### config.mk
export PLATFORM = sky130hd
export DESIGN_NAME = line_position_centroid
export DESIGN_NICKNAME = d
export VERILOG_FILES = /design/src/sv/lpc_pkg.sv /design/src/sv/lpc_ctrl.sv /design/src/sv/lpc_datapath.sv /design/src/sv/line_position_centroid.sv
export SDC_FILE = /design/constraint.sdc
export NUM_CORES = 1
export LEC_CHECK = 0
export BUFFER_PORTS_ARGS = -buffer_cell sky130_fd_sc_hd__buf_2
export CORE_AREA = 5 5 102 104
export DETAILED_ROUTE_END_ITERATION = 7
export DIE_AREA = 0 0 107 109
export MAX_ROUTING_LAYER = met4
export PLACE_DENSITY = 0.6
export SLEW_MARGIN = 20
export SYNTH_ARGS = -nofsm -noshare
export SYNTH_HDL_FRONTEND = slang
export SYNTH_SLANG_ARGS = --single-unit
### constraint.sdc
create_clock -name clk -period 5 [get_ports clk]
set_input_delay 0.75 -clock clk [delete_from_list [all_inputs] [get_ports clk]]
set_output_delay 0.75 -clock clk [all_outputs]
set_load 0.01 [all_outputs]
### src/sv/lpc_pkg.sv
// Shared types and constants for the line position centroid block.
package lpc_pkg;

  localparam int MAX_SENSORS = 16;
  localparam int IDX_W       = $clog2(MAX_SENSORS);
  localparam int READING_W   = 10;
  localparam int THRESH_W    = 10;
  localparam int COUNT_W     = 5;
  localparam int SUM_W       = 7;
  localparam int DARK_W      = 5;
  localparam int FRAC_W      = 8;
  localparam int POS_W       = 12;
  localparam int DIVIDEND_W  = SUM_W + FRAC_W;
  localparam int CFG_IDX_W   = 1;
  localparam int CFG_DATA_W  = 10;
  localparam int S_TDATA_W   = 16;
  localparam int M_TDATA_W   = 16;
  localparam int STEP_W      = $clog2(DIVIDEND_W);

  localparam logic [THRESH_W-1:0]  THRESH_RESET = THRESH_W'(500);
  localparam logic [COUNT_W-1:0]   COUNT_RESET  = COUNT_W'(8);
  localparam logic [STEP_W-1:0]    LAST_STEP    = STEP_W'(DIVIDEND_W - 1);

  localparam logic [CFG_IDX_W-1:0] REG_DARK_THRESHOLD = CFG_IDX_W'(0);
  localparam logic [CFG_IDX_W-1:0] REG_SENSOR_COUNT   = CFG_IDX_W'(1);

  typedef enum logic [2:0] {
    ST_IDLE   = 3'b001,
    ST_DIVIDE = 3'b010,
    ST_OUTPUT = 3'b100
  } state_t;

  typedef struct packed {
    logic accept;  // sample transfer in the middle of a row
    logic load;    // last sample of the row: start the divider
    logic step;    // one divider iteration
  } lpc_cmd_t;

  typedef struct packed {
    logic is_last;
    logic div_done;
  } lpc_status_t;

endpackage

### src/sv/lpc_ctrl.sv
// Controller state machine: row sampling, division sequencing and result handoff.
module lpc_ctrl import lpc_pkg::*; (
  input  logic        clk,
  input  logic        rst,
  input  logic        s_tvalid,
  output logic        s_tready,
  output logic        m_tvalid,
  input  logic        m_tready,
  input  lpc_status_t status,
  output lpc_cmd_t    cmd
);

  state_t state, state_next;

  always_comb begin
    state_next = state;
    cmd        = '0;
    unique case (state)
      ST_IDLE: begin
        if (s_tvalid) begin
          if (status.is_last) begin
            cmd.load   = 1'b1;
            state_next = ST_DIVIDE;
          end else begin
            cmd.accept = 1'b1;
          end
        end
      end
      ST_DIVIDE: begin
        cmd.step = 1'b1;
        if (status.div_done) state_next = ST_OUTPUT;
      end
      ST_OUTPUT: begin
        if (m_tready) state_next = ST_IDLE;
      end
      default: state_next = ST_IDLE;
    endcase
  end

  always_ff @(posedge clk) begin
    if (rst) state <= ST_IDLE;
    else     state <= state_next;
  end

  assign s_tready = (state == ST_IDLE);
  assign m_tvalid = (state == ST_OUTPUT);

endmodule

### src/sv/lpc_datapath.sv
// Datapath: configuration registers, row accumulators and a bit-serial restoring divider.
module lpc_datapath import lpc_pkg::*; (
  input  logic                   clk,
  input  logic                   rst,
  input  logic                   cfg_we,
  input  logic [CFG_IDX_W-1:0]   cfg_index,
  input  logic [CFG_DATA_W-1:0]  cfg_data,
  input  logic [READING_W-1:0]   reading,
  input  lpc_cmd_t               cmd,
  output lpc_status_t            status,
  output logic [POS_W-1:0]       position_q8,
  output logic                   none_found
);

  logic [THRESH_W-1:0]   dark_threshold;
  logic [COUNT_W-1:0]    sensor_count;
  logic [IDX_W-1:0]      sensor_index;
  logic [DARK_W-1:0]     dark_count;
  logic [SUM_W-1:0]      index_sum;

  logic [DIVIDEND_W-1:0] dq;       // dividend in, quotient out
  logic [DARK_W-1:0]     rem;
  logic [DARK_W-1:0]     divisor;
  logic [STEP_W-1:0]     step_cnt;
  logic                  none_reg;

  logic [IDX_W-1:0]      last_index;
  logic                  dark;
  logic [SUM_W-1:0]      sum_upd;
  logic [DARK_W-1:0]     count_upd;
  logic [DARK_W:0]       trial;
  logic                  fits;
  logic [DARK_W:0]       trial_diff;

  always_ff @(posedge clk) begin
    if (rst) begin
      dark_threshold <= THRESH_RESET;
      sensor_count   <= COUNT_RESET;
    end else if (cfg_we) begin
      unique case (cfg_index)
        REG_DARK_THRESHOLD: dark_threshold <= cfg_data[THRESH_W-1:0];
        REG_SENSOR_COUNT:   sensor_count   <= cfg_data[COUNT_W-1:0];
        default: ;
      endcase
    end
  end

  // Clamp the row length to 1..MAX_SENSORS and take its last index.
  always_comb begin
    priority if (sensor_count == '0)
      last_index = '0;
    else if (sensor_count > COUNT_W'(MAX_SENSORS))
      last_index = IDX_W'(MAX_SENSORS - 1);
    else
      last_index = IDX_W'(sensor_count - COUNT_W'(1));
  end

  assign dark      = (reading <= dark_threshold);
  assign sum_upd   = dark ? index_sum + SUM_W'(sensor_index) : index_sum;
  assign count_upd = dark ? dark_count + DARK_W'(1) : dark_count;

  assign trial      = {rem, dq[DIVIDEND_W-1]};
  assign fits       = (trial >= {1'b0, divisor});
  assign trial_diff = trial - {1'b0, divisor};

  always_ff @(posedge clk) begin
    if (rst) begin
      sensor_index <= '0;
      dark_count   <= '0;
      index_sum    <= '0;
    end else if (cmd.load) begin
      sensor_index <= '0;
      dark_count   <= '0;
      index_sum    <= '0;
    end else if (cmd.accept) begin
      sensor_index <= sensor_index + IDX_W'(1);
      dark_count   <= count_upd;
      index_sum    <= sum_upd;
    end
  end

  always_ff @(posedge clk) begin
    if (rst) begin
      step_cnt <= '0;
    end else if (cmd.load) begin
      step_cnt <= '0;
    end else if (cmd.step) begin
      step_cnt <= step_cnt + STEP_W'(1);
    end
  end

  // Divider payload: one quotient bit per step, most significant first.
  always_ff @(posedge clk) begin
    if (cmd.load) begin
      dq       <= {sum_upd, FRAC_W'(0)};
      rem      <= '0;
      divisor  <= count_upd;
      none_reg <= (count_upd == '0);
    end else if (cmd.step) begin
      dq  <= {dq[DIVIDEND_W-2:0], fits};
      rem <= fits ? trial_diff[DARK_W-1:0] : trial[DARK_W-1:0];
    end
  end

  assign status.is_last  = (sensor_index >= last_index);
  assign status.div_done = (step_cnt == LAST_STEP);

  assign position_q8 = none_reg ? '0 : dq[POS_W-1:0];
  assign none_found  = none_reg;

endmodule

### src/sv/line_position_centroid.sv
// Top level of the line position centroid block.
//
//  port group   dir  payload                                   transfer
//  s_*          in   tdata[9:0] reading                        s_tvalid & s_tready
//  m_*          out  tdata[11:0] position_q8, tuser none_found m_tvalid & m_tready
//  cfg_*        in   cfg_index selects register, cfg_data      cfg_we
//
// A sample in the middle of a row is accumulated while the block stays idle. The last
// sample of a row starts a restoring divider that produces one quotient bit per cycle;
// the row-ending sample is followed by the divider run and then by the result, which
// waits for m_tready.
// No sample is taken while the divider runs or a result is pending.
// Reset (rst, synchronous) clears the row accumulators and restores the register defaults.
module line_position_centroid import lpc_pkg::*; (
  input  logic                  clk,
  input  logic                  rst,
  input  logic                  cfg_we,
  input  logic [CFG_IDX_W-1:0]  cfg_index,
  input  logic [CFG_DATA_W-1:0] cfg_data,
  input  logic                  s_tvalid,
  output logic                  s_tready,
  input  logic [S_TDATA_W-1:0]  s_tdata,   // [9:0] reading, rest zero
  output logic                  m_tvalid,
  input  logic                  m_tready,
  output logic [M_TDATA_W-1:0]  m_tdata,   // [11:0] position_q8, rest zero
  output logic                  m_tuser    // [0] none_found
);

  lpc_cmd_t         cmd;
  lpc_status_t      status;
  logic [POS_W-1:0] position_q8;
  logic             none_found;

  lpc_ctrl u_ctrl (
    .clk      (clk),
    .rst      (rst),
    .s_tvalid (s_tvalid),
    .s_tready (s_tready),
    .m_tvalid (m_tvalid),
    .m_tready (m_tready),
    .status   (status),
    .cmd      (cmd)
  );

  lpc_datapath u_dp (
    .clk         (clk),
    .rst         (rst),
    .cfg_we      (cfg_we),
    .cfg_index   (cfg_index),
    .cfg_data    (cfg_data),
    .reading     (s_tdata[READING_W-1:0]),
    .cmd         (cmd),
    .status      (status),
    .position_q8 (position_q8),
    .none_found  (none_found)
  );

  assign m_tdata = {(M_TDATA_W - POS_W)'(0), position_q8};
  assign m_tuser = none_found;

  // Never take a sample while a result is pending.
  a_no_overlap: assert property (@(posedge clk) disable iff (rst)
    !(m_tvalid && s_tready))
    else $error("sample taken while result pending");

  // A none-found result carries a zero position.
  a_none_zero: assert property (@(posedge clk) disable iff (rst)
    (m_tvalid && m_tuser) |-> (m_tdata == '0))
    else $error("none_found with nonzero position");

  // After a result transfer the block is ready for the next row.
  a_ready_after: assert property (@(posedge clk) disable iff (rst)
    (m_tvalid && m_tready) |=> (s_tready && !m_tvalid))
    else $error("not ready after result transfer");

  // The row-ending sample is followed by the divider run, not by a result.
  a_load_div: assert property (@(posedge clk) disable iff (rst)
    cmd.load |=> (!s_tready && !m_tvalid))
    else $error("divider did not start after last sample");

endmodule
==> results.txt, run 1 <==
The H-tree depth is 3. The number of gates given a new drive strength after cts is 0. The summed negative setup slack over all endpoints came out at 0 ns. The hold-critical path depth is 2.

The placement-stage cell area is 3940 sq um. The register area share after synthesis came out at 0.383. Clock-pin slew was measured on the worst setup and hold paths at 0.08 ns. The initial core utilization came out at 0.390. The number of ports placed on the die boundary came out at 51. The count of endpoints failing hold in the final timing report came out at 0. Setup repair after global routing left no endpoint under its margin.

In this run the most critical hold path is launched from u_dp.dq[1]. The worst setup path is of the reg -> reg kind. STA classifies the critical path startpoint as a register. The count of cells along the worst register-to-register path is 11. The number of warnings issued by yosys came out at 0.

The fraction of registers with async set/reset came out at 0. The number of setup buffers added after CTS is 0. The critical path starts at u_dp.sensor_count[0]. CTS placed an instance of sky130_fd_sc_hd__clkbuf_8 at the clock tree root. The number of antenna violations at the first check in global routing came out at 0.

The worst register-to-register path begins at u_dp.sensor_count[0]. The fmax came out at 0.314 GHz. TritonCTS built the clock tree. The post-layout minimum cycle time is 3.19 ns. The fraction of final layout cells with drive strength greater than 1 came out at 0.167. For the worst setup path, the data required time is 5.10 ns.

The number of endpoints failing setup at the final stage is 0. The average cell area after synthesis is 8.84 sq um. The overall routed net length is 7.53 mm. The register bit total from synthesis came out at 64. Synthesis produced a netlist whose cell count is 417.

The worst hold path class is reg -> reg. Power spread over the standard cell area amounts to 325 nW/um^2. The number of global-route vias before repair is 2820.

Among all stages on the critical path, the largest delay is contributed by sky130_fd_sc_hd__dfxtp_1. The global route total overflow came out at 0. The worst clock skew came out at 0.0119 ns. Across the VDD grid, the largest voltage drop is 126 uV.

The count of cells in the finished layout, fillers not included, comes to 570. The leakage power figure came out at 1.76 nW. The final net count is 513. The part of the cycle the worst path needs is 0.637. The horizontal die dimension is 107 um. The max-capacitance violation count is 0. The area growth from synthesis to layout is 12.6%.

Buffers placed on the I/O ports in this run total 40. The remaining routing DRC violations came out at 0. The max-slew violation count is 0. The detailed-routing iteration count for the pre-antenna-repair pass came out at 4. The final-layout fill cell count came out at 941.

The run finished with clean final reports. The DRC marker count from the first detailed-route iteration came out at 123. For the worst-skew pair, the clock arrives at the later sink with an insertion delay of 0.34 ns.

The signal arrival time at the worst endpoint came out at 3.29 ns. The total of hold buffers inserted after clock tree synthesis is 0. The number of vias after detailed routing is 2929. The area of the core came out at 9460 sq um. The wire length of the first global-routing pass came out at 13.0 mm. The largest stage delay on the critical path came out at 0.38 ns. The finished cells cover 4150 sq um.

The number of placed instances, taps included, is 554. In this run, CTS created clock tree buffers numbering 9. The placement row count came out at 36.

For this run, the leading register cell type out of synthesis is sky130_fd_sc_hd__dfxtp_1. The die covers 11700 sq um. Counting flops with a built-in enable in the synthesized netlist gives 13. The worst setup path is captured at a register. The tightest slew margin relative to the limit is 0.429. The die outline height is 109 um. The slew at the pin closest to its max-slew limit is 0.855 ns. The cell area after technology mapping came out at 3680 sq um. Entering global routing, the biggest net connects 40 pins. The antenna cell count came out at 0. In the final routed layout, each cell accounts on average for 13.2 um.

At the end of routability-driven placement, the weighted congestion stood at 0.809. The total routing resource utilization after global routing is 0.142. The total half-perimeter wirelength after legalization and detailed placement came out at 5.50 mm. The critical path goes through inv_1 -> ha_1 -> nor3b_1 -> maj3_1 -> ha_1 -> a211o_1 -> a21o_1 -> nand2_1 -> inv_2 -> nand3_1 -> nand3_1. The clock sink total came out at 64. The maximum buffer depth of the clock tree is 2. The remaining antenna violation count after routing came out at 0. The sequential cell area is 1410 sq um. The largest fanout on the critical path is 32. After synthesis, the netlist uses 55 different library cells. After detailed routing, the number of vias per cell comes to 5.14.

In the final layout, the multi-input gates occupy 2060 sq um.
## worst max-delay path: cells and delay by family (launching register included)
| family | cells | cell delay [ns] |
|---|---|---|
| buf+inv | 2 | 0.38 |
| simple gates | 4 | 0.73 |
| fa+ha+maj | 3 | 0.87 |
| compound gates | 2 | 0.56 |
| flops | 1 | 0.38 |
## path summary, 6_finish.rpt
kind / slack (ns) / endpoint
min reg2reg: 0.47 / u_dp.dq[2]
max: 1.81 / u_dp.dq[11]
max reg2reg: 1.81 / u_dp.dq[11]
min: 0.47 / u_dp.dq[2]
## report_power, final
group          total, W  internal, W  switching [W]
registers      0.000624     0.000582      0.0000422
clock network  0.000455     0.000244       0.000210
logic          0.000270     0.000123       0.000147
total           0.00135     0.000949       0.000399
## stage by stage
stage	util	setup WS (ns)	power (W)	hold WS [ns]
after floorplan	-	2.25	0.000836	0.441
after global placement	0.417	1.82	0.000897	0.453
after detailed placement	0.417	1.76	0.000907	0.455
after CTS	0.438	1.74	0.00137	0.467
after global routing	0.439	1.52	0.00143	0.488
final	0.439	1.81	0.00135	0.467
## final cells by class
class / count / area share
clock buffer: 10 / 0.0332
tap: 114 / 0.0344
multi-input combinational: 303 / 0.497
sequential: 64 / 0.340
clock inverter: 6 / 0.0160
timing repair buffer: 41 / 0.0501
inverter: 32 / 0.0290
## flip-flops by register name, indices dropped and copies added (netlist names), 5 cells and up
name                 count
u_dp.divisor             5
u_dp.dark_threshold     10
u_dp.index_sum           7
u_dp.dq                 15
u_dp.sensor_count        5
u_dp.rem                 5
u_dp.dark_count          5
## cells in the final DEF, fill, tap and decap left out, types with 3 or more instances in the layout
cell type	netlist	final
sky130_fd_sc_hd__xor2_1	7	7
sky130_fd_sc_hd__inv_1	31	31
sky130_fd_sc_hd__a21o_1	4	4
sky130_fd_sc_hd__dfxtp_1	51	51
sky130_fd_sc_hd__a21oi_1	29	29
sky130_fd_sc_hd__o21ai_0	16	16
sky130_fd_sc_hd__or3_1	5	5
sky130_fd_sc_hd__xnor2_1	9	9
sky130_fd_sc_hd__clkinvlp_4	0	3
sky130_fd_sc_hd__nand3_1	21	21
sky130_fd_sc_hd__mux2_2	3	3
sky130_fd_sc_hd__conb_1	1	4
sky130_fd_sc_hd__nor2b_1	16	16
sky130_fd_sc_hd__a32oi_1	6	6
sky130_fd_sc_hd__o211ai_1	4	4
sky130_fd_sc_hd__nand2b_1	6	6
sky130_fd_sc_hd__nand2_1	49	49
sky130_fd_sc_hd__ha_1	28	28
sky130_fd_sc_hd__mux2i_1	4	4
sky130_fd_sc_hd__buf_2	3	40
sky130_fd_sc_hd__nor2_1	34	33
sky130_fd_sc_hd__nor3_1	9	9
sky130_fd_sc_hd__a31oi_1	4	4
sky130_fd_sc_hd__edfxtp_1	13	13
sky130_fd_sc_hd__a211o_1	11	11
sky130_fd_sc_hd__clkbuf_8	0	10
## logic make-up after synthesis
group | after synthesis | synth area share
compound gates | 92 | 0.184
simple gates | 152 | 0.199
buf+inv | 53 | 0.0621
flops | 64 | 0.383
fa+ha+maj | 31 | 0.109
other cells | 1 | 0.00102
xor+xnor | 17 | 0.0424
mux | 7 | 0.0200
## metal layers
layer | track usage | wire length (um)
met1 | 0.171 | 3620
met5 | - | 0
met4 | 0.0301 | 61
met2 | 0.239 | 3520
met3 | 0.0420 | 327
## cell usage after synthesis, types with 2 or more instances
master | instances | area share
sky130_fd_sc_hd__mux2i_1 | 4 | 0.011
sky130_fd_sc_hd__edfxtp_1 | 13 | 0.11
sky130_fd_sc_hd__nor3b_1 | 2 | 0.0041
sky130_fd_sc_hd__mux2_2 | 3 | 0.0092
sky130_fd_sc_hd__a21oi_1 | 29 | 0.039
sky130_fd_sc_hd__nand2b_1 | 6 | 0.010
sky130_fd_sc_hd__a31oi_1 | 4 | 0.0068
sky130_fd_sc_hd__buf_2 | 3 | 0.0041
sky130_fd_sc_hd__nor3_1 | 9 | 0.012
sky130_fd_sc_hd__xor2_1 | 7 | 0.017
sky130_fd_sc_hd__fa_1 | 2 | 0.011
sky130_fd_sc_hd__a32oi_1 | 6 | 0.014
sky130_fd_sc_hd__nand4_1 | 2 | 0.0034
sky130_fd_sc_hd__dfxtp_1 | 51 | 0.28
sky130_fd_sc_hd__inv_1 | 31 | 0.032
sky130_fd_sc_hd__a21o_1 | 4 | 0.0081
sky130_fd_sc_hd__o21a_1 | 2 | 0.0041
sky130_fd_sc_hd__o211ai_1 | 4 | 0.0081
sky130_fd_sc_hd__nand3_1 | 21 | 0.029
sky130_fd_sc_hd__nand4_2 | 2 | 0.0068
sky130_fd_sc_hd__ha_1 | 28 | 0.095
sky130_fd_sc_hd__a211oi_2 | 2 | 0.0068
sky130_fd_sc_hd__nand2_1 | 49 | 0.050
sky130_fd_sc_hd__a211o_1 | 11 | 0.026
sky130_fd_sc_hd__buf_4 | 5 | 0.010
sky130_fd_sc_hd__o31ai_4 | 2 | 0.012
sky130_fd_sc_hd__or3_1 | 5 | 0.0085
sky130_fd_sc_hd__clkbuf_1 | 11 | 0.011
sky130_fd_sc_hd__a211oi_1 | 2 | 0.0041
sky130_fd_sc_hd__nor2b_1 | 16 | 0.027
sky130_fd_sc_hd__xnor2_1 | 9 | 0.021
sky130_fd_sc_hd__o21ai_0 | 16 | 0.022
sky130_fd_sc_hd__nor2_1 | 34 | 0.035
No activity file was read; power rests on OpenSTA's default activity.
==> run 2: changes to the inputs <==
- clock period: 5 -> 3.1 ns (I/O delays scaled with it)
==> run 2 against run 1 <==
  * Maximum frequency rose by 11%
  * Core utilization rose by 0.67 points
  * Register-to-register slack got worse by 1.6 ns
  * Combinational power rose by 64%
  * First-iteration DRC count fell by 20%
  * Largest power group unchanged
  * Worst hold slack got worse by 0.14 ns
  * Via count rose by 0.79%
  * Wire length barely moved
  * Highest routed layer unchanged
==> results.txt, run 2 (synthesis gave the netlist of run 1 again) <==
The fraction of final layout cells with drive strength greater than 1 came to 0.180 (+0.0130). The DRC marker count from the first detailed-route iteration is 98 (-20%). The final net count came out at 519 (+1.2%).

The power share of the sequential group came out at 0.450 (-0.013). The worst-case register-to-register setup slack is 0.24 ns (-1.57 ns). The largest fanout on the critical path came out at 7 (-78%). The global route total overflow was 0 (unchanged).

The post-layout minimum cycle time came to 2.86 ns (-0.329 ns). The critical path data required time is 3.29 ns (-1.81 ns). The clock slew seen by the registers of the worst setup and hold paths came out at 0.07 ns (about the same). Setup repair after global routing left no endpoint under its margin. The max-capacitance violation count is 0 (unchanged). The worst hold endpoint is u_dp.dark_threshold[5]. TritonCTS built the clock tree. The combinational power share came to 0.198 (-0.002). The wire length of the first global-routing pass is 12.8 mm (-1.4%).

The total of hold buffers inserted after clock tree synthesis came out at 0 (unchanged). The flip-flop count of the largest register after layout came to 15 (unchanged). The total routing resource utilization after global routing is 0.140 (-0.00213). The total power divided by cell area was 530 nW/um^2 (+63%). Clock tree synthesis selected as its root buffer the cell sky130_fd_sc_hd__clkbuf_8. The start-to-end type of the worst setup path is reg -> reg.

Leaving out fill and tap cells, the most frequent cell in the layout is sky130_fd_sc_hd__dfxtp_1. The number of buffers inserted by port buffering came to 40 (unchanged). The internal power consumption is 0.00159 W (+67%).

The number of endpoints failing setup at the final stage is 0 (unchanged). The number of ports placed on the die boundary came out at 51 (unchanged). The number of global-route vias before repair came out at 2841 (+0.74%). The insertion delay to the later sink of the worst-skew pair came to 0.34 ns (about the same).

The detail-routed net length per standard cell is 13.1 um (-1.0%). The antenna cell count is 0 (unchanged). The placement-stage cell area came to 3990 sq um (+1.1%).

The number of placed cells counting well taps is 560 (+1.1%). The capturing element type of the critical path is a register. The overall routed net length is 7.53 mm (about the same).

The summed negative setup slack over all endpoints came out at 0 ns (unchanged). The number of vias after detailed routing came out at 2952 (+0.79%). The detailed-routing iteration count for the pre-antenna-repair pass is 4 (unchanged). The peak supply drop came out at 249 uV (+98%).

The slew at the pin closest to its max-slew limit came out at 0.747 ns (-0.108 ns). The cell that appears most often on the critical path is sky130_fd_sc_hd__ha_1. The register with the most flip-flops is u_dp.dq. The maximum buffer depth of the clock tree came out at 2 (unchanged). The hold-critical path depth is 2 (unchanged). In the layout the commonest cells are sky130_fd_sc_hd__dfxtp_1 (51), sky130_fd_sc_hd__nand2_1 (49), sky130_fd_sc_hd__buf_2 (40), sky130_fd_sc_hd__nor2_1 (33), sky130_fd_sc_hd__inv_1 (31). The relative area change from synthesis to final layout is 14.3%. The signal arrival time at the worst endpoint is 3.05 ns (-0.24 ns).

The switching part of the total came out at 0.288 (-0.00769). The leakage power figure is 1.81 nW (+2.7%). The run finished with clean final reports. The clock network power share came out at 0.352 (+0.015). The count of endpoints failing hold in the final timing report was 0 (unchanged). The placement row count came out at 36 (unchanged). The number of vias per cell is 5.13 (-0.26%). The net switching component of the power was 0.000644 W (+61%). The worst hold path begins at cfg_data[5].

The worst clock skew came out at 0.0120 ns (+0.0000756 ns). The routability congestion estimate came out at 0.785 (-2.9%). The tightest min-delay check is of the in -> reg type. Walking the worst path, the cells encountered are inv_1 -> ha_1 -> nor3b_2 -> maj3_1 -> ha_1 -> a211o_1 -> a211oi_2 -> buf_4 -> nor2_1 -> a21oi_1 -> nor3_1. The startpoint type of the worst setup path is a register.

The die outline height is 109 um (unchanged). The max-slew violation count came out at 0 (unchanged). The pin count of the biggest net entering global routing is 40 (unchanged). The remaining routing DRC violations came out at 0 (unchanged). The clock sink total came out at 64 (unchanged).

The number of standard cells in the final layout excluding fillers is 576 (+1.1%). Among all stages on the critical path, the largest delay is contributed by sky130_fd_sc_hd__a211oi_2. The largest stage delay on the critical path is 0.43 ns (+0.05 ns). The initial core utilization came out at 0.390 (unchanged). The horizontal die dimension came out at 107 um (unchanged). The H-tree depth is 3 (unchanged). The number of antenna violations at the first check in global routing is 0 (unchanged). The part of the cycle the worst path needs is 0.922 (+0.285).

The post-CTS setup buffer count was 0 (unchanged). The area of the core came to 9460 sq um (unchanged). The count of cells along the worst register-to-register path came out at 11 (unchanged).

The total half-perimeter wirelength after legalization and detailed placement is 5.64 mm (+2.5%). The final instance area is 4210 sq um (+1.5%). The largest registers in the layout are u_dp.dq x15, u_dp.dark_threshold x10, u_dp.index_sum x7. The launch instance of the worst register-to-register path is u_dp.sensor_count[0]. The remaining antenna violation count after routing is 0 (unchanged).

The final standard cell utilization of the core is 0.445 (+0.00675). The fmax was 0.350 GHz (+11%). The tightest slew margin relative to the limit is 0.502 (+0.0723). The die footprint was 11700 sq um (unchanged). The number of buffers inserted during clock tree synthesis was 9 (unchanged).

In this run the critical register-to-register path is captured at u_dp.sensor_index[1].
run 2: area by class of cell:
class                           instances  area [sq um]
Clock buffer                           11           163
Clock inverter                          5          60.1
Fill cell                             945          5250
Inverter                               32           120
Multi-Input combinational cell        303          2060
Sequential cell                        64          1410
Tap cell                              114           143
Timing Repair Buffer                   47           253
run 2: worst max path at each step:
stage	slack, ns	startpoint	depth (start not counted)	endpoint
6_report	0.24	u_dp.sensor_count[0]	11	u_dp.sensor_index[1]
5_1_grt	0.03	u_dp.sensor_count[0]	11	u_dp.dq[0]
4_1_cts	0.18	u_dp.sensor_count[0]	12	u_dp.sensor_index[1]
3_5_place_dp	0.21	u_dp.sensor_count[0]	11	u_dp.dq[14]
3_3_place_gp	0.33	u_dp.sensor_count[0]	11	u_dp.dq[11]
2_1_floorplan	0.35	u_dp.sensor_count[0]	12	u_dp.dq[10]
run 2: through the flow:
| step | total power, W | hold slack [ns] | setup slack, ns |
|---|---|---|---|
| after floorplan | 0.00135 | 0.441 | 0.348 |
| after global placement | 0.00145 | 0.450 | 0.327 |
| after detailed placement | 0.00147 | 0.462 | 0.214 |
| after CTS | 0.00227 | 0.306 | 0.184 |
| after global routing | 0.00238 | 0.310 | 0.0303 |
| final | 0.00223 | 0.324 | 0.242 |
run 2: what timing repair did:
action	4_1_cts	5_1_grt
endpoints found under the hold margin	0	0
setup endpoints to repair	0	2
gates resized for setup	0	1
run 2: power groups by stage:
stage	Clock [W]	Combinational, W	Sequential (W)
2_1_floorplan	0	0.000344	0.00100
3_3_place_gp	0	0.000435	0.00102
3_5_place_dp	0	0.000446	0.00103
4_1_cts	0.000812	0.000449	0.00101
5_1_grt	0.000858	0.000502	0.00102
6_report	0.000786	0.000442	0.00101
run 2: layer usage:
metal / up-vias / GRT usage / share of wire
li1: 1531 / - / -
met1: 1366 / 0.167 / 0.45
met2: 49 / 0.237 / 0.50
met3: 6 / 0.0361 / 0.040
met4: 0 / 0.0356 / 0.0086
met5: - / - / 0
run 2: critical path: cells and delay by family (launching register included):
family	cells	cell delay (ns)
AND/OR/NAND/NOR	3	0.29
adder cells (fa/ha/maj)	3	0.87
flip-flops	1	0.39
buffers and inverters	2	0.30
AO/OA/AOI/OAI	3	0.87
==> run 3: changes to the inputs <==
- CORE_AREA: 5 5 102 104 -> 5 5 86 88
- DIE_AREA: 0 0 107 109 -> 0 0 91 93
- PLACE_DENSITY: 0.6 -> 0.8
==> run 3 against run 2 <==
  * Non-clock buffer count unchanged
  * Clock power shrank 19%
  * Combinational power barely moved
  * Cell count decreased by 5.9%
  * Largest power group unchanged
  * Clock skew shrank 0.0035 ns
  * Sequential power about the same
  * Wire length down 4.1%
  * Via count decreased by 0.17%
==> results.txt, run 3 (synthesis gave the netlist of run 1 again) <==
The run finished with clean final reports. The maximum buffer depth of the clock tree is 2 (unchanged). The total routing resource utilization after global routing came to 0.182 (+0.0416). The clock sink total is 64 (unchanged). The die outline height is 93 um (-15%). The part of the cycle the worst path needs came out at 0.913 (-0.00955).

The slew at the pin closest to its max-slew limit was 0.727 ns (-0.0202 ns). The detailed-routing iteration count for the pre-antenna-repair pass came out at 4 (unchanged). The max-slew violation count is 0 (unchanged). The number of buffers inserted by port buffering came to 40 (unchanged). The overall routed net length is 7.22 mm (-4.1%). The pin count of the biggest net entering global routing is 40 (unchanged). The post-layout minimum cycle time came out at 2.83 ns (-0.0296 ns). The library cell used most frequently in the layout, excluding fill and tap cells, is sky130_fd_sc_hd__dfxtp_1.

The critical path starts at u_dp.sensor_count[0]. The number of antenna violations at the first check in global routing is 0 (unchanged). The post-CTS setup buffer count is 0 (unchanged).

The summed negative setup slack over all endpoints came to 0 ns (unchanged). The peak supply drop came to 371 uV (+49%). The fmax was 0.354 GHz (+1.0%). The startpoint type of the worst setup path is a register. The number of vias per cell is 5.44 (+6.1%). The critical path data required time came to 3.20 ns (-0.09 ns).

The insertion delay to the later sink of the worst-skew pair came to 0.34 ns (about the same). The leakage power figure came out at 1.78 nW (-1.4%). The count of endpoints failing hold in the final timing report is 0 (unchanged). The die footprint is 8460 sq um (-27%).

The final standard cell utilization of the core came out at 0.628 (+0.182). The final hold slack came out at 0.320 ns (-0.00403 ns). The wire length of the first global-routing pass came out at 12.3 mm (-3.8%). The tightest slew margin relative to the limit is 0.516 (+0.0140).

The signal arrival time at the worst endpoint is 2.93 ns (-0.12 ns). The worst setup path is of the reg -> reg kind. The detail-routed net length per standard cell is 13.3 um (+2.0%). The number of ports placed on the die boundary came out at 51 (unchanged). The cell sitting at the root of the clock tree is a sky130_fd_sc_hd__clkbuf_8. The capturing element type of the critical path is a register. The antenna cell count is 0 (unchanged). The worst clock skew came out at 0.00851 ns (-0.00346 ns). The clock slew seen by the registers of the worst setup and hold paths is 0.07 ns (about the same). The max-capacitance violation count is 0 (unchanged). The final net count came to 519 (unchanged).

In this run the critical register-to-register path is launched from u_dp.sensor_count[0]. The remaining antenna violation count after routing was 0 (unchanged). The DRC marker count from the first detailed-route iteration came out at 179 (+83%).

The H-tree depth came out at 3 (unchanged). The flip-flop count of the largest register after layout is 15 (unchanged). The number of vias after detailed routing came out at 2947 (-0.17%). The largest registers in the layout are u_dp.dq x15, u_dp.dark_threshold x10, u_dp.index_sum x7. The register with the most flip-flops in the final layout is u_dp.dq. The total of hold buffers inserted after clock tree synthesis is 0 (unchanged). The relative area change from synthesis to final layout is 11.9%. In this run the most critical hold path is launched from cfg_data[8].

The routability congestion estimate is 0.858 (+9.3%). The global route total overflow is 0 (unchanged). The remaining routing DRC violations came out at 0 (unchanged). The library cells used most frequently in the layout, excluding fill and tap cells, are sky130_fd_sc_hd__dfxtp_1 (51), sky130_fd_sc_hd__nand2_1 (49), sky130_fd_sc_hd__buf_2 (40), sky130_fd_sc_hd__nor2_1 (33), sky130_fd_sc_hd__inv_1 (31). The number of endpoints failing setup at the final stage is 0 (unchanged).

The number of buffers inserted during clock tree synthesis is 9 (unchanged). The placement row count is 30 (-17%). The initial core utilization is 0.561 (+0.171).

The total half-perimeter wirelength after legalization and detailed placement came out at 5.36 mm (-4.8%). The horizontal die dimension is 91 um (-15%). The TritonCTS clock tree is built. The final-layout fill cell count is 554 (-41%). The fraction of final layout cells with drive strength greater than 1 came to 0.175 (-0.00433). Setup repair after global routing left no endpoint under its margin.

The area of the core came to 6570 sq um (-31%). The worst hold path belongs to the class in -> reg. The number of global-route vias before repair is 2819 (-0.77%). The total power divided by cell area is 506 nW/um^2 (-4.5%). The largest fanout on the critical path is 26 (+19).
==> run 3: cell types whose count changed in the layout (fill, tap and decap cells not counted) <==
cell and delta:
sky130_fd_sc_hd__clkbuf_16 -1, sky130_fd_sc_hd__bufinv_16 -1, sky130_fd_sc_hd__inv_6 -1, sky130_fd_sc_hd__clkbuf_1 +2
sky130_fd_sc_hd__clkinv_4 +1
==> run 3: metrics by stage <==
stage / setup slack [ns] / instance area (sq um) / cells / power (W)
6_report: 0.271 / 4120 / 542 / 0.00209
5_1_grt: 0.0216 / 4120 / 542 / 0.00221
4_1_cts: 0.179 / 4120 / 542 / 0.00211
3_5_place_dp: 0.209 / 3940 / 526 / 0.00147
3_3_place_gp: 0.339 / 3940 / 526 / 0.00145
2_1_floorplan: 0.348 / 3700 / 420 / 0.00135
==> run 3: worst paths after layout <==
check,endpoint,slack [ns],depth (start not counted)
max,u_dp.dq[8],0.27,11
min,u_dp.dark_threshold[8],0.32,2
max reg2reg,u_dp.dq[8],0.27,11
min reg2reg,u_dp.dq[5],0.46,2
==> run 3: cell type report <==
| class | count | area, sq um | area share |
|---|---|---|---|
| sequential | 64 | 1410 | 0.342 |
| clock inverter | 4 | 30.0 | 0.00728 |
| timing repair buffer | 47 | 253 | 0.0613 |
| inverter | 32 | 120 | 0.0291 |
| tap | 80 | 100 | 0.0243 |
| multi-input combinational | 303 | 2060 | 0.500 |
| clock buffer | 12 | 145 | 0.0352 |
==> run 3: repair_timing <==
item / in CTS / in global routing
resized for setup: 0 / 1
endpoints found under the hold margin: 0 / 0
setup endpoints to repair: 0 / 15
==> run 3: where the power goes <==
group	total, W	internal (W)	leakage (nW)	switching [W]
logic	0.000443	0.000206	1.16	0.000237
registers	0.00101	0.000939	0.539	0.0000670
clock network	0.000639	0.000314	0.0866	0.000325
total	0.00209	0.00146	1.78	0.000629
==> run 3: routing by layer <==
metal | track usage | part of all wire
met3 | 0.0531 | 0.056
met1 | 0.217 | 0.45
met2 | 0.297 | 0.48
met5 | - | 0
met4 | 0.0562 | 0.011
==> run 3: critical path, stage by stage (launching register included) <==
cell                      delay (ns)
sky130_fd_sc_hd__dfxtp_1        0.39
sky130_fd_sc_hd__inv_1          0.06
sky130_fd_sc_hd__ha_1           0.23
sky130_fd_sc_hd__nor3b_2        0.18
sky130_fd_sc_hd__maj3_1         0.35
sky130_fd_sc_hd__ha_1           0.28
sky130_fd_sc_hd__a211o_1        0.31
sky130_fd_sc_hd__a21o_1         0.25
sky130_fd_sc_hd__nand2_1        0.11
sky130_fd_sc_hd__inv_2          0.19
sky130_fd_sc_hd__nand3_1        0.15
sky130_fd_sc_hd__nand3_1        0.07
